<file path="config.mk">
export PLATFORM = sky130hd
export DESIGN_NAME = laser_command_word_encoder
export DESIGN_NICKNAME = d
export VERILOG_FILES = /design/src/rtl/ldcw_pkg.sv /design/src/rtl/ldcw_hdr.sv /design/src/rtl/ldcw_word.sv /design/src/rtl/laser_command_word_encoder.sv
export SDC_FILE = /design/constraint.sdc
export NUM_CORES = 1
export LEC_CHECK = 0
export BUFFER_PORTS_ARGS = -buffer_cell sky130_fd_sc_hd__buf_2
export CAP_MARGIN = 20
export CORE_UTILIZATION = 50
export DETAILED_ROUTE_END_ITERATION = 10
export PLACE_DENSITY_LB_ADDON = 0.2
export SLEW_MARGIN = 10
export SYNTH_ARGS = -nofsm -noshare
export SYNTH_HDL_FRONTEND = slang
export SYNTH_SLANG_ARGS = --single-unit
</file>
<file path="constraint.sdc">
create_clock -name clk -period 10.4 [get_ports clk]
set_input_delay 1.04 -clock clk [delete_from_list [all_inputs] [get_ports clk]]
set_output_delay 1.04 -clock clk [all_outputs]
set_load 0.005 [all_outputs]
</file>
<file path="src/rtl/ldcw_pkg.sv">
package ldcw_pkg;

  typedef enum logic [3:0] {
    OP_XY_OFF        = 4'd0,
    OP_XY_ON         = 4'd1,
    OP_X_OFF_DELAY   = 4'd2,
    OP_X_ON_DELAY    = 4'd3,
    OP_X_OFF         = 4'd4,
    OP_X_ON          = 4'd5,
    OP_Y_OFF_DELAY   = 4'd6,
    OP_Y_ON_DELAY    = 4'd7,
    OP_Y_OFF         = 4'd8,
    OP_Y_ON          = 4'd9,
    OP_PERM_DELAY    = 4'd10,
    OP_ONCE_DELAY    = 4'd11,
    OP_LASER_ON_DLY  = 4'd12,
    OP_LASER_OFF_DLY = 4'd13,
    OP_QSW_PERIOD    = 4'd14,
    OP_QSW_DURATION  = 4'd15
  } opcode_t;

  localparam logic [7:0] KIND_XY_OFF   = 8'h40;
  localparam logic [7:0] KIND_XY_ON    = 8'hC0;
  localparam logic [7:0] KIND_AXIS_OFF = 8'h60;
  localparam logic [7:0] KIND_AXIS_ON  = 8'hE0;
  localparam logic [7:0] KIND_DELAY    = 8'h20;
  localparam logic [7:0] KIND_QSW      = 8'h03;

  localparam logic [7:0] SUB_X_DELAY   = 8'h00;
  localparam logic [7:0] SUB_Y_DELAY   = 8'h01;
  localparam logic [7:0] SUB_X_MOVE    = 8'h02;
  localparam logic [7:0] SUB_Y_MOVE    = 8'h03;
  localparam logic [7:0] SUB_PERM      = 8'h00;
  localparam logic [7:0] SUB_ONCE      = 8'h04;
  localparam logic [7:0] SUB_LASER_ON  = 8'h02;
  localparam logic [7:0] SUB_LASER_OFF = 8'h03;
  localparam logic [7:0] SUB_QSW_PER   = 8'h04;
  localparam logic [7:0] SUB_QSW_DUR   = 8'h05;

  localparam logic [15:0] QSW_PER_OFS  = 16'd147;
  localparam logic [15:0] QSW_DUR_OFS  = 16'd6;
  localparam logic [16:0] ROUND_OFS    = 17'd5;

  // floor(n/3) = (n * RECIP3) >> 23 for n < 2^22
  localparam logic [21:0] RECIP3       = 22'd2796203;
  // floor(n/5) = (n * RECIP5) >> 18 for n < 2^16
  localparam logic [15:0] RECIP5       = 16'd52429;

  localparam logic [7:0] CRC_POLY      = 8'h8C;
  localparam logic [7:0] SCALE_RESET   = 8'd1;

  typedef struct packed {
    logic [3:0]  opcode;
    logic [15:0] value_a;
    logic [15:0] value_b;
  } in_t;

  typedef struct packed {
    logic [7:0] cmd_byte0;
    logic [7:0] cmd_byte1;
    logic [7:0] cmd_byte2;
    logic [7:0] cmd_byte3;
    logic [7:0] check_byte;
  } out_t;

  typedef struct packed {
    logic [7:0] byte0;
    logic [7:0] byte1;
    logic [7:0] byte2;
    logic [7:0] byte3;
    logic       use_word;
    logic [7:0] crc;
  } hdr_t;

  function automatic logic [7:0] crc8_tab(input logic [7:0] idx);
    logic [7:0] c;
    c = idx;
    for (int i = 0; i < 8; i++) begin
      c = c[0] ? ((c >> 1) ^ CRC_POLY) : (c >> 1);
    end
    return c;
  endfunction

endpackage

</file>
<file path="src/rtl/ldcw_hdr.sv">
module ldcw_hdr (
  input  ldcw_pkg::in_t  in_i,
  output ldcw_pkg::hdr_t hdr_o
);
  import ldcw_pkg::*;

  logic [11:0] x_off;
  logic [11:0] y_off;

  assign x_off = in_i.value_a[15:4];
  assign y_off = in_i.value_b[15:4];

  always_comb begin
    hdr_o          = '0;
    hdr_o.use_word = 1'b1;
    case (in_i.opcode)
      OP_XY_OFF: begin
        hdr_o.byte0    = KIND_XY_OFF | {4'h0, x_off[11:8]};
        hdr_o.byte1    = x_off[7:0];
        hdr_o.byte2    = {4'h0, y_off[11:8]};
        hdr_o.byte3    = y_off[7:0];
        hdr_o.use_word = 1'b0;
      end
      OP_XY_ON: begin
        hdr_o.byte0    = KIND_XY_ON | {4'h0, in_i.value_a[11:8]};
        hdr_o.byte1    = in_i.value_a[7:0];
        hdr_o.byte2    = {4'h0, in_i.value_b[11:8]};
        hdr_o.byte3    = in_i.value_b[7:0];
        hdr_o.use_word = 1'b0;
      end
      OP_X_OFF_DELAY: begin
        hdr_o.byte0 = KIND_AXIS_OFF;
        hdr_o.byte1 = SUB_X_DELAY;
      end
      OP_X_ON_DELAY: begin
        hdr_o.byte0 = KIND_AXIS_ON;
        hdr_o.byte1 = SUB_X_DELAY;
      end
      OP_X_OFF: begin
        hdr_o.byte0 = KIND_AXIS_OFF;
        hdr_o.byte1 = SUB_X_MOVE;
      end
      OP_X_ON: begin
        hdr_o.byte0 = KIND_AXIS_ON;
        hdr_o.byte1 = SUB_X_MOVE;
      end
      OP_Y_OFF_DELAY: begin
        hdr_o.byte0 = KIND_AXIS_OFF;
        hdr_o.byte1 = SUB_Y_DELAY;
      end
      OP_Y_ON_DELAY: begin
        hdr_o.byte0 = KIND_AXIS_ON;
        hdr_o.byte1 = SUB_Y_DELAY;
      end
      OP_Y_OFF: begin
        hdr_o.byte0 = KIND_AXIS_OFF;
        hdr_o.byte1 = SUB_Y_MOVE;
      end
      OP_Y_ON: begin
        hdr_o.byte0 = KIND_AXIS_ON;
        hdr_o.byte1 = SUB_Y_MOVE;
      end
      OP_PERM_DELAY: begin
        hdr_o.byte0 = KIND_DELAY;
        hdr_o.byte1 = SUB_PERM;
      end
      OP_ONCE_DELAY: begin
        hdr_o.byte0 = KIND_DELAY;
        hdr_o.byte1 = SUB_ONCE;
      end
      OP_LASER_ON_DLY: begin
        hdr_o.byte0 = KIND_DELAY;
        hdr_o.byte1 = SUB_LASER_ON;
      end
      OP_LASER_OFF_DLY: begin
        hdr_o.byte0 = KIND_DELAY;
        hdr_o.byte1 = SUB_LASER_OFF;
      end
      OP_QSW_PERIOD: begin
        hdr_o.byte0 = KIND_QSW;
        hdr_o.byte1 = SUB_QSW_PER;
      end
      default: begin
        hdr_o.byte0 = KIND_QSW;
        hdr_o.byte1 = SUB_QSW_DUR;
      end
    endcase
    hdr_o.crc = crc8_tab(crc8_tab(hdr_o.byte0) ^ hdr_o.byte1);
  end

endmodule

</file>
<file path="src/rtl/ldcw_word.sv">
module ldcw_word (
  input  logic           clk,
  input  logic           rst_n,
  input  logic           vld_i,
  input  ldcw_pkg::in_t  in_i,
  input  ldcw_pkg::hdr_t hdr_i,
  input  logic [7:0]     scale_i,
  output logic           vld_o,
  output ldcw_pkg::hdr_t hdr_o,
  output logic [15:0]    word_o
);
  import ldcw_pkg::*;

  logic        s1_vld_r;
  logic        s1_vld_nxt;
  hdr_t        s1_hdr_r;
  logic [3:0]  s1_op_r;
  logic [15:0] s1_va_r;
  logic [23:0] s1_prod_r;
  logic [23:0] s1_prod_nxt;
  logic [7:0]  s1_lsr_r;
  logic [7:0]  s1_lsr_nxt;

  logic        s2_vld_r;
  hdr_t        s2_hdr_r;
  logic [15:0] s2_word_r;
  logic [15:0] s2_word_nxt;

  logic [16:0] rnd_sum;
  logic [31:0] rnd_prod;
  logic [43:0] div_prod;
  logic [15:0] div_q;

  assign s1_vld_nxt  = vld_i;
  assign s1_prod_nxt = {16'h0, scale_i} * {8'h0, in_i.value_a};
  assign rnd_sum     = {1'b0, in_i.value_a} + ROUND_OFS;
  assign rnd_prod    = {16'h0, rnd_sum[16:1]} * {16'h0, RECIP5};
  assign s1_lsr_nxt  = rnd_prod[25:18];

  always_ff @(posedge clk) begin
    if (!rst_n) begin
      s1_vld_r <= 1'b0;
    end else begin
      s1_vld_r <= s1_vld_nxt;
    end
    s1_hdr_r  <= hdr_i;
    s1_op_r   <= in_i.opcode;
    s1_va_r   <= in_i.value_a;
    s1_prod_r <= s1_prod_nxt;
    s1_lsr_r  <= s1_lsr_nxt;
  end

  // divide by 12: drop two bits, then reciprocal of 3
  assign div_prod = {22'h0, s1_prod_r[23:2]} * {22'h0, RECIP3};
  assign div_q    = div_prod[38:23];

  always_comb begin
    case (s1_op_r)
      OP_PERM_DELAY, OP_ONCE_DELAY: begin
        s2_word_nxt = 16'h0 - div_q;
      end
      OP_LASER_ON_DLY, OP_LASER_OFF_DLY: begin
        s2_word_nxt = {8'h00, s1_lsr_r};
      end
      OP_QSW_PERIOD: begin
        s2_word_nxt = s1_prod_r[15:0] - QSW_PER_OFS;
      end
      OP_QSW_DURATION: begin
        s2_word_nxt = s1_prod_r[15:0] - QSW_DUR_OFS;
      end
      default: begin
        s2_word_nxt = s1_va_r;
      end
    endcase
  end

  always_ff @(posedge clk) begin
    if (!rst_n) begin
      s2_vld_r <= 1'b0;
    end else begin
      s2_vld_r <= s1_vld_r;
    end
    s2_hdr_r  <= s1_hdr_r;
    s2_word_r <= s2_word_nxt;
  end

  assign vld_o  = s2_vld_r;
  assign hdr_o  = s2_hdr_r;
  assign word_o = s2_word_r;

endmodule

</file>
<file path="src/rtl/laser_command_word_encoder.sv">
// Encodes one marker command per clock: start with busy low takes a beat, and
// the four command bytes plus CRC-8 appear on out_data with out_valid high for
// exactly one cycle, once the beat has passed the datapath stages. busy is
// always low, so commands may arrive every cycle. The datapath stages are the
// input register, scale multiply, reciprocal divide-by-12, then byte assembly
// with the CRC tail and the output register. The receiver cannot stall, so
// each strobed beat must be taken when shown. Write cfg_wdata
// (clock_scale, reset value 1) only while no command is in flight.
module laser_command_word_encoder (
  input  logic           clk,
  input  logic           rst_n,
  input  logic           start,
  output logic           busy,
  input  ldcw_pkg::in_t  in_data,
  output logic           out_valid,
  output ldcw_pkg::out_t out_data,
  input  logic           cfg_we,
  input  logic [7:0]     cfg_wdata
);
  import ldcw_pkg::*;

  logic [7:0]  scale_r;
  logic [7:0]  scale_nxt;
  logic        in_vld_r;
  in_t         in_r;
  hdr_t        hdr;
  logic        wd_vld;
  hdr_t        wd_hdr;
  logic [15:0] wd_word;
  logic [7:0]  b2;
  logic [7:0]  b3;
  logic        out_valid_r;
  out_t        out_r;
  out_t        out_nxt;

  assign busy      = 1'b0;
  assign scale_nxt = cfg_we ? cfg_wdata : scale_r;

  always_ff @(posedge clk) begin
    if (!rst_n) begin
      scale_r  <= SCALE_RESET;
      in_vld_r <= 1'b0;
    end else begin
      scale_r  <= scale_nxt;
      in_vld_r <= start && !busy;
    end
    in_r <= in_data;
  end

  ldcw_hdr u_hdr (
    .in_i  (in_r),
    .hdr_o (hdr)
  );

  ldcw_word u_word (
    .clk     (clk),
    .rst_n   (rst_n),
    .vld_i   (in_vld_r),
    .in_i    (in_r),
    .hdr_i   (hdr),
    .scale_i (scale_r),
    .vld_o   (wd_vld),
    .hdr_o   (wd_hdr),
    .word_o  (wd_word)
  );

  assign b2 = wd_hdr.use_word ? wd_word[15:8] : wd_hdr.byte2;
  assign b3 = wd_hdr.use_word ? wd_word[7:0]  : wd_hdr.byte3;

  always_comb begin
    out_nxt            = '0;
    out_nxt.cmd_byte0  = wd_hdr.byte0;
    out_nxt.cmd_byte1  = wd_hdr.byte1;
    out_nxt.cmd_byte2  = b2;
    out_nxt.cmd_byte3  = b3;
    out_nxt.check_byte = crc8_tab(crc8_tab(wd_hdr.crc ^ b2) ^ b3);
  end

  always_ff @(posedge clk) begin
    if (!rst_n) begin
      out_valid_r <= 1'b0;
    end else begin
      out_valid_r <= wd_vld;
    end
    out_r <= out_nxt;
  end

  assign out_valid = out_valid_r;
  assign out_data  = out_r;

  a_reset_quiet: assert property (@(posedge clk) !rst_n |=> !out_valid)
    else $error("result strobe after reset");

  a_latency: assert property (@(posedge clk) disable iff (!rst_n)
    (start && !busy) |-> ##4 out_valid)
    else $error("accepted beat lost in pipeline");

  a_no_phantom: assert property (@(posedge clk) disable iff (!rst_n)
    out_valid |-> $past(start, 4))
    else $error("result strobe without accepted beat");

endmodule
</file>
==> reports/qor.yml, run 1 <==
hold_path_class: "reg2reg"
vias: 15500
use_met2_pct: 40.5
holdWs_ps: 324
cts_resized: 0
layout.nets: 3109
cts_max_level: 1
multiInputGateArea_um2: 16400
track_usage_pct: 24.8
cap_viol_max_count: 0
fin_tns_setup_ps: 0
synth_edf_count: 0
clock_skew_ps: 23.6
first_iter_violations: 995
grt_pass1_wl_um: 90300
ys_seq_area_share_pct: 19.6
hold_violations: 0
use_met1_pct: 34.3
synth_async_sr_flop_share_pct: 0
ys_ff_latch: 227
slew_viol_final: 0
antenna_found_initial: 1
rsz0062_at_grt: "false"
finalWirelength_um: 56400
cts-root-buf: "clkbuf_16"
ant_nets: 0
cts_hold_buf: 0
layout_commonest_cell: "inv_1"
seq_area_um2: 4540
timing.rr.start: "u_word.s1_prod_r[3]"
die_area_um2: 47200
place.gp.congestion: 0.949
synthFlopType: "dfxtp_1"
finalSetupViolations: 0
die_w_um: 217
fillers: 4102
postCtsSetupRepairBufs: 0
worst-slew-pin-transition_ps: 881
syn_area_per_cell_um2: 9.93
drcViolationCount: 0
grt_pass1_vias: 16700
die_h_um: 217
clk_latency_ps: 540
relSlewSlack_pct: 41.2
min_period_ps: 8130
arrival_ps: 8550
cts.sink_count: 227
worst-path-max-fanout: 12
port_buffers: 87
coreArea_um2: 45500
max_clock_freq_mhz: 123
initial_core_util_pct: 50.9
r2r_end: "u_word.word_o[15]"
cts_buffer_depth: 3
reg2reg_slack_ps: 2270
drive_gt1_share_pct: 6.92
period_share_pct: 78.1
routedWlPerCell_um: 18.7
grt_overflow: 0
area_growth_pct: 8.11
row_count: 78
cts_tree: "yes"
slowest_delay_ps: 660
path_cells: "ha_1 > xor2_1 > ha_1 > inv_1 > fa_1 > inv_1 > fa_1 > fa_1 > fa_1 > inv_1 > fa_1 > inv_1 > ha_1 > nand2_1 > nor4_2 > a22o_1 > o211ai_1 > a31oi_1 > a311o_1 > a31oi_1 > a2111oi_4 > xnor3_1 > a221o_1"
synth.distinct_cells: 74
grtUsageMet3_pct: 3.48
layout_common_cells: "523 x inv_1, 336 x ha_1, 328 x fa_1, 227 x dfxtp_1, 137 x nand2_1"
grt_max_degree: 30
cp-end-kind: "flop"
cp-startpoint: "u_word.s1_prod_r[3]"
dpl.hpwl_um: 48100
synth_warnings: 0
worstSetupPathType: "reg2reg"
cts_buffers: 24
status: "complete, no violations"
crit_end: "u_word.word_o[15]"
crit_path_start_kind: "flop"
cp.required_ps: 10830
clk_pin_slew_worst_paths_ps: 60
synth_cells: 2332
worst_path_max_delay_cell: "dfxtp_1"
first_pass_iters: 5
vias_per_cell: 5.13
reg2reg_depth: 23
diodes: 0
cp_common_cell: "fa_1"
grt-busiest-layer: "met2"
ioPinCount: 90
synth_area_um2: 23100
[cell usage after synthesis, types with 14 or more instances]
| cell type | number | area, um2 |
|---|---|---|
| dfxtp_1 | 227 | 4540 |
| a21oi_1 | 74 | 370 |
| nand2_1 | 137 | 514 |
| xor2_1 | 52 | 455 |
| fa_1 | 328 | 6570 |
| nor3_1 | 19 | 95.1 |
| o21ai_0 | 43 | 215 |
| clkbuf_1 | 50 | 188 |
| mux2i_1 | 34 | 340 |
| inv_1 | 523 | 1960 |
| and2_1 | 80 | 500 |
| a21o_1 | 18 | 135 |
| xnor2_1 | 103 | 902 |
| mux2_2 | 14 | 158 |
| a31oi_1 | 15 | 93.8 |
| ha_1 | 336 | 4200 |
| nor2_1 | 71 | 267 |
| nand3_1 | 20 | 100 |
| nor2b_1 | 17 | 106 |
[sequential cells by signal (all words and copies together) (netlist names), 4 cells and up]
| signal | flops |
|---|---|
| scale_r | 8 |
| u_word.s1_lsr_r | 8 |
| u_word.s1_prod_r | 24 |
| u_word.s1_hdr_r | 36 |
| u_word.s1_op_r | 4 |
| u_word.hdr_o | 36 |
| u_word.word_o | 16 |
| u_word.s1_va_r | 16 |
| out_data | 39 |
| in_r | 36 |
[stage by stage]
step                setup WS, ps  instance area [um2]  utilization, %  cells
global route                1780                25000            55.0   3014
finish                      2270                25000            55.0   3014
detailed placement          2340                24200            53.2   2971
floorplan                   3390                23100               -   2333
global placement            2390                24200            53.2   2971
CTS                         2320                25000            55.0   3014
[cell type report]
| cell class | instances | area share (%) |
|---|---|---|
| clock inverters | 12 | 0.765 |
| flip-flops and latches | 227 | 18.2 |
| inverters | 523 | 7.85 |
| clock buffers | 31 | 2.63 |
| multi-input cells | 1525 | 65.6 |
| repair buffers | 96 | 2.01 |
| well taps | 600 | 3.00 |
[worst min path at each step]
| stage | start | to | slack [ps] | cells after the start |
|---|---|---|---|---|
| global route | u_word.s1_hdr_r[11] | u_word.hdr_o[11] | 330 | 0 |
| floorplan | u_word.hdr_o[25] | out_data[24] | 310 | 0 |
| finish | u_word.hdr_o[29] | out_data[28] | 320 | 0 |
| CTS | u_word.s1_hdr_r[11] | u_word.hdr_o[11] | 330 | 0 |
| detailed placement | u_word.hdr_o[28] | out_data[27] | 310 | 0 |
| global placement | u_word.s1_hdr_r[5] | u_word.hdr_o[5] | 310 | 0 |
[logic make-up after synthesis]
group | after synthesis | synth area share [%]
fa+ha+maj | 664 | 46.5
buf+inv | 581 | 9.47
simple gates | 414 | 9.01
compound gates | 235 | 6.63
flops | 227 | 19.6
xor+xnor | 162 | 6.56
mux | 48 | 2.15
other cells | 1 | 0.0162
[worst max-delay path: cells and delay by family, from the launching register on]
family / cells / cell delay, ps
fa+ha+maj: 8 / 3440
buf+inv: 4 / 270
simple gates: 2 / 540
xor+xnor: 2 / 770
flops: 1 / 660
compound gates: 7 / 2350
[layer usage]
metal	vias up	share of wire [%]
li1	7478	-
met1	7587	46
met2	331	47
met3	76	4.5
met4	0	2.8
met5	-	0
Power of run 1 is not shown: default switching activity piles up to over one toggle a cycle in this logic, so the estimate is an artifact.
==> inputs of run 2 (changes only) <==
--- a/config.mk
+++ b/config.mk
@@ -5,6 +5,7 @@
 export SDC_FILE = /design/constraint.sdc
 export NUM_CORES = 1
 export LEC_CHECK = 0
+export ABC_AREA = 1
 export BUFFER_PORTS_ARGS = -buffer_cell sky130_fd_sc_hd__buf_2
 export CAP_MARGIN = 20
 export CORE_UTILIZATION = 50
==> constraint.sdc (replaced) <==
create_clock -name clk -period 6.6 [get_ports clk]
set_input_delay 0.66 -clock clk [delete_from_list [all_inputs] [get_ports clk]]
set_output_delay 0.66 -clock clk [all_outputs]
set_load 0.005 [all_outputs]
==> run 2 against run 1 <==
Compared with the run above:
- hold slack got worse by 100 ps
- critical path depth increased by 5
- first-iteration DRC count increased by 21%
- clock-buffer cell count increased by 1
- via count increased by 24%
- flip-flop and latch count unchanged
==> reports/qor.yml, run 2 <==
status: "complete, no violations"
timing.rr.start: "u_word.s1_prod_r[14]"
ys_top_cells_by_count: "795 x inv_1, 616 x nand2_1, 336 x ha_1"
rsz0062_at_grt: "true"
synth_top_area_share_pct: 26.2
first_pass_iters: 5
clk_pin_slew_worst_paths_ps: 60
hold_end: "in_r[13]"
worst_path_max_delay_cell: "fa_1"
synth_top_area_cell: "fa_1"
synthFlopType: "dfxtp_1"
period_share_pct: 95.5
cap_viol_max_count: 0
layout_commonest_cell: "inv_1"
r2r_end: "u_word.word_o[8]"
slowest_delay_ps: 540
die_area_um2: 51000
max_clock_freq_mhz: 159
seq_area_um2: 4560
cts_tree: "yes"
synth_most_common_cell: "inv_1"
ioPinCount: 90
cts.sink_count: 227
hold_violations: 0
fillers: 4560
postCtsSetupRepairBufs: 0
finalWirelength_um: 67600
drive_gt1_share_pct: 10.9
crit_path_start_kind: "flop"
area_growth_pct: 11.4
cp-startpoint: "u_word.s1_prod_r[14]"
track_usage_pct: 27.5
yosys.area_share.simple_pct: 16.0
arrival_ps: 6700
vias: 19300
place.gp.congestion: 0.961
worst-path-max-fanout: 7
fin_cells: 3879
routedWlPerCell_um: 17.4
relSlewSlack_pct: 36.0
ys_ff_latch: 227
coreArea_um2: 49200
vias_per_cell: 4.96
cts-root-buf: "clkbuf_16"
synth.area.top_cells: "fa_1 26%, dfxtp_1 18%, ha_1 17%"
synth_top_family_by_area: "adder cells"
layout.nets: 3910
layout_common_cells: "794 x inv_1, 606 x nand2_1, 328 x fa_1, 323 x ha_1, 215 x dfxtp_1"
clock_skew_ps: 7.18
synth_async_sr_flop_share_pct: 0
synth_xor_xnor_area_share_pct: 4.44
row_count: 81
synth_cells: 3045
ant_nets: 0
clk_latency_ps: 540
antenna_found_initial: 1
ys_seq_area_share_pct: 18.2
grt_max_degree: 21
first_iter_violations: 1199
grt_pass1_vias: 20200
cp-end-kind: "flop"
drcViolationCount: 0
grt_overflow: 0
synth_fa_ha_area_share_pct: 43.0
initial_core_util_pct: 50.9
synth_compound_area_share_pct: 5.39
cts_max_level: 1
hold_path_class: "in2reg"
syn_area_per_cell_um2: 8.22
worstHoldStart: "in_data[13]"
slew_viol_final: 0
cts_buffers: 24
cp.required_ps: 7000
cts_buffer_depth: 3
finalSetupViolations: 0
synth_area_um2: 25000
min_period_ps: 6310
grt_pass1_wl_um: 108000
worst-slew-pin-transition_ps: 936
dpl.hpwl_um: 59300
die_w_um: 226
synth_warnings: 0
port_buffers: 87
dpl.cell_count: 3836
synth.distinct_cells: 64
reg2reg_depth: 28
synth_edf_count: 0
multiInputGateArea_um2: 17600
holdPathStages: 1
largest_reg_flops: 39
reg2reg_slack_ps: 290
die_h_um: 226
synth_mux_area_share_pct: 0.0400
worstSetupPathType: "reg2reg"
[run 2: cell count changes after synthesis, moves of 33 or more]
| cell | delta |
|---|---|
| nor2_1 | +67 |
| xnor2_1 | -70 |
| mux2i_1 | -33 |
| o21ai_0 | +38 |
| nand3_1 | +86 |
| inv_1 | +272 |
| and2_1 | -77 |
| nand2_1 | +479 |
[run 2: worst max path at each step]
stage	slack, ps	end	cells past startpoint
finish	290	u_word.word_o[8]	28
global route	-40	u_word.word_o[11]	28
CTS	10	u_word.word_o[14]	27
detailed placement	-40	u_word.s1_lsr_r[7]	25
global placement	4	u_word.s1_lsr_r[7]	25
floorplan	390	u_word.word_o[14]	29
[run 2: through the flow]
stage                     worst slack, ps  setup TNS, ps  hold WS (ps)  area, um2  util, %
after floorplan                       386              0           310      25000        -
after global placement               4.32              0           310      26700     54.4
after detailed placement            -37.7          -37.7           312      26700     54.4
after CTS                            14.6              0           201      27600     56.1
after global routing                -37.6          -81.1           203      27900     56.7
final                                 294              0           224      27900     56.7
[run 2: metal layers]
layer	track usage [%]	up-vias	routed length (um)
met3	2.90	116	3100
met5	0	-	0
met1	37.6	9196	30900
met4	8.38	0	2120
li1	-	9473	-
met2	45.8	465	31500
[run 2: repair_timing]
item,4_1_cts,5_1_grt
setup endpoints to repair,2,20
pin swaps,0,4
hold buffers,0,0
resized for setup,1,79
[run 2: critical path: cells and delay by family, from the launching register on]
family | cells | cell delay (ps)
DFF | 1 | 340
AOI/OAI and AO/OA | 2 | 350
and+or+nand+nor | 10 | 990
buffers and inverters | 7 | 610
adders and majority gates | 9 | 3870
[run 2: area by class of cell]
type / instances / share of cell area, %
diodes: 1 / 0.00897
inverters: 799 / 10.8
clock buffers: 32 / 2.44
clock inverters: 10 / 0.556
repair buffers: 175 / 3.93
well taps: 664 / 2.98
flip-flops and latches: 227 / 16.4
multi-input cells: 1971 / 63.0
[run 2: kinds of logic (layout without fill, tap and decap cells)]
logic type / Yosys count / count (layout)
xor gates and xnor gates: 112 / 112
AOI/OAI and AO/OA: 236 / 236
other: 1 / 3
DFF: 227 / 227
buffers and inverters: 848 / 1016
and+or+nand+nor: 956 / 956
muxes: 1 / 1
adders and majority gates: 664 / 664
Power of run 2 is left out for the same reason.
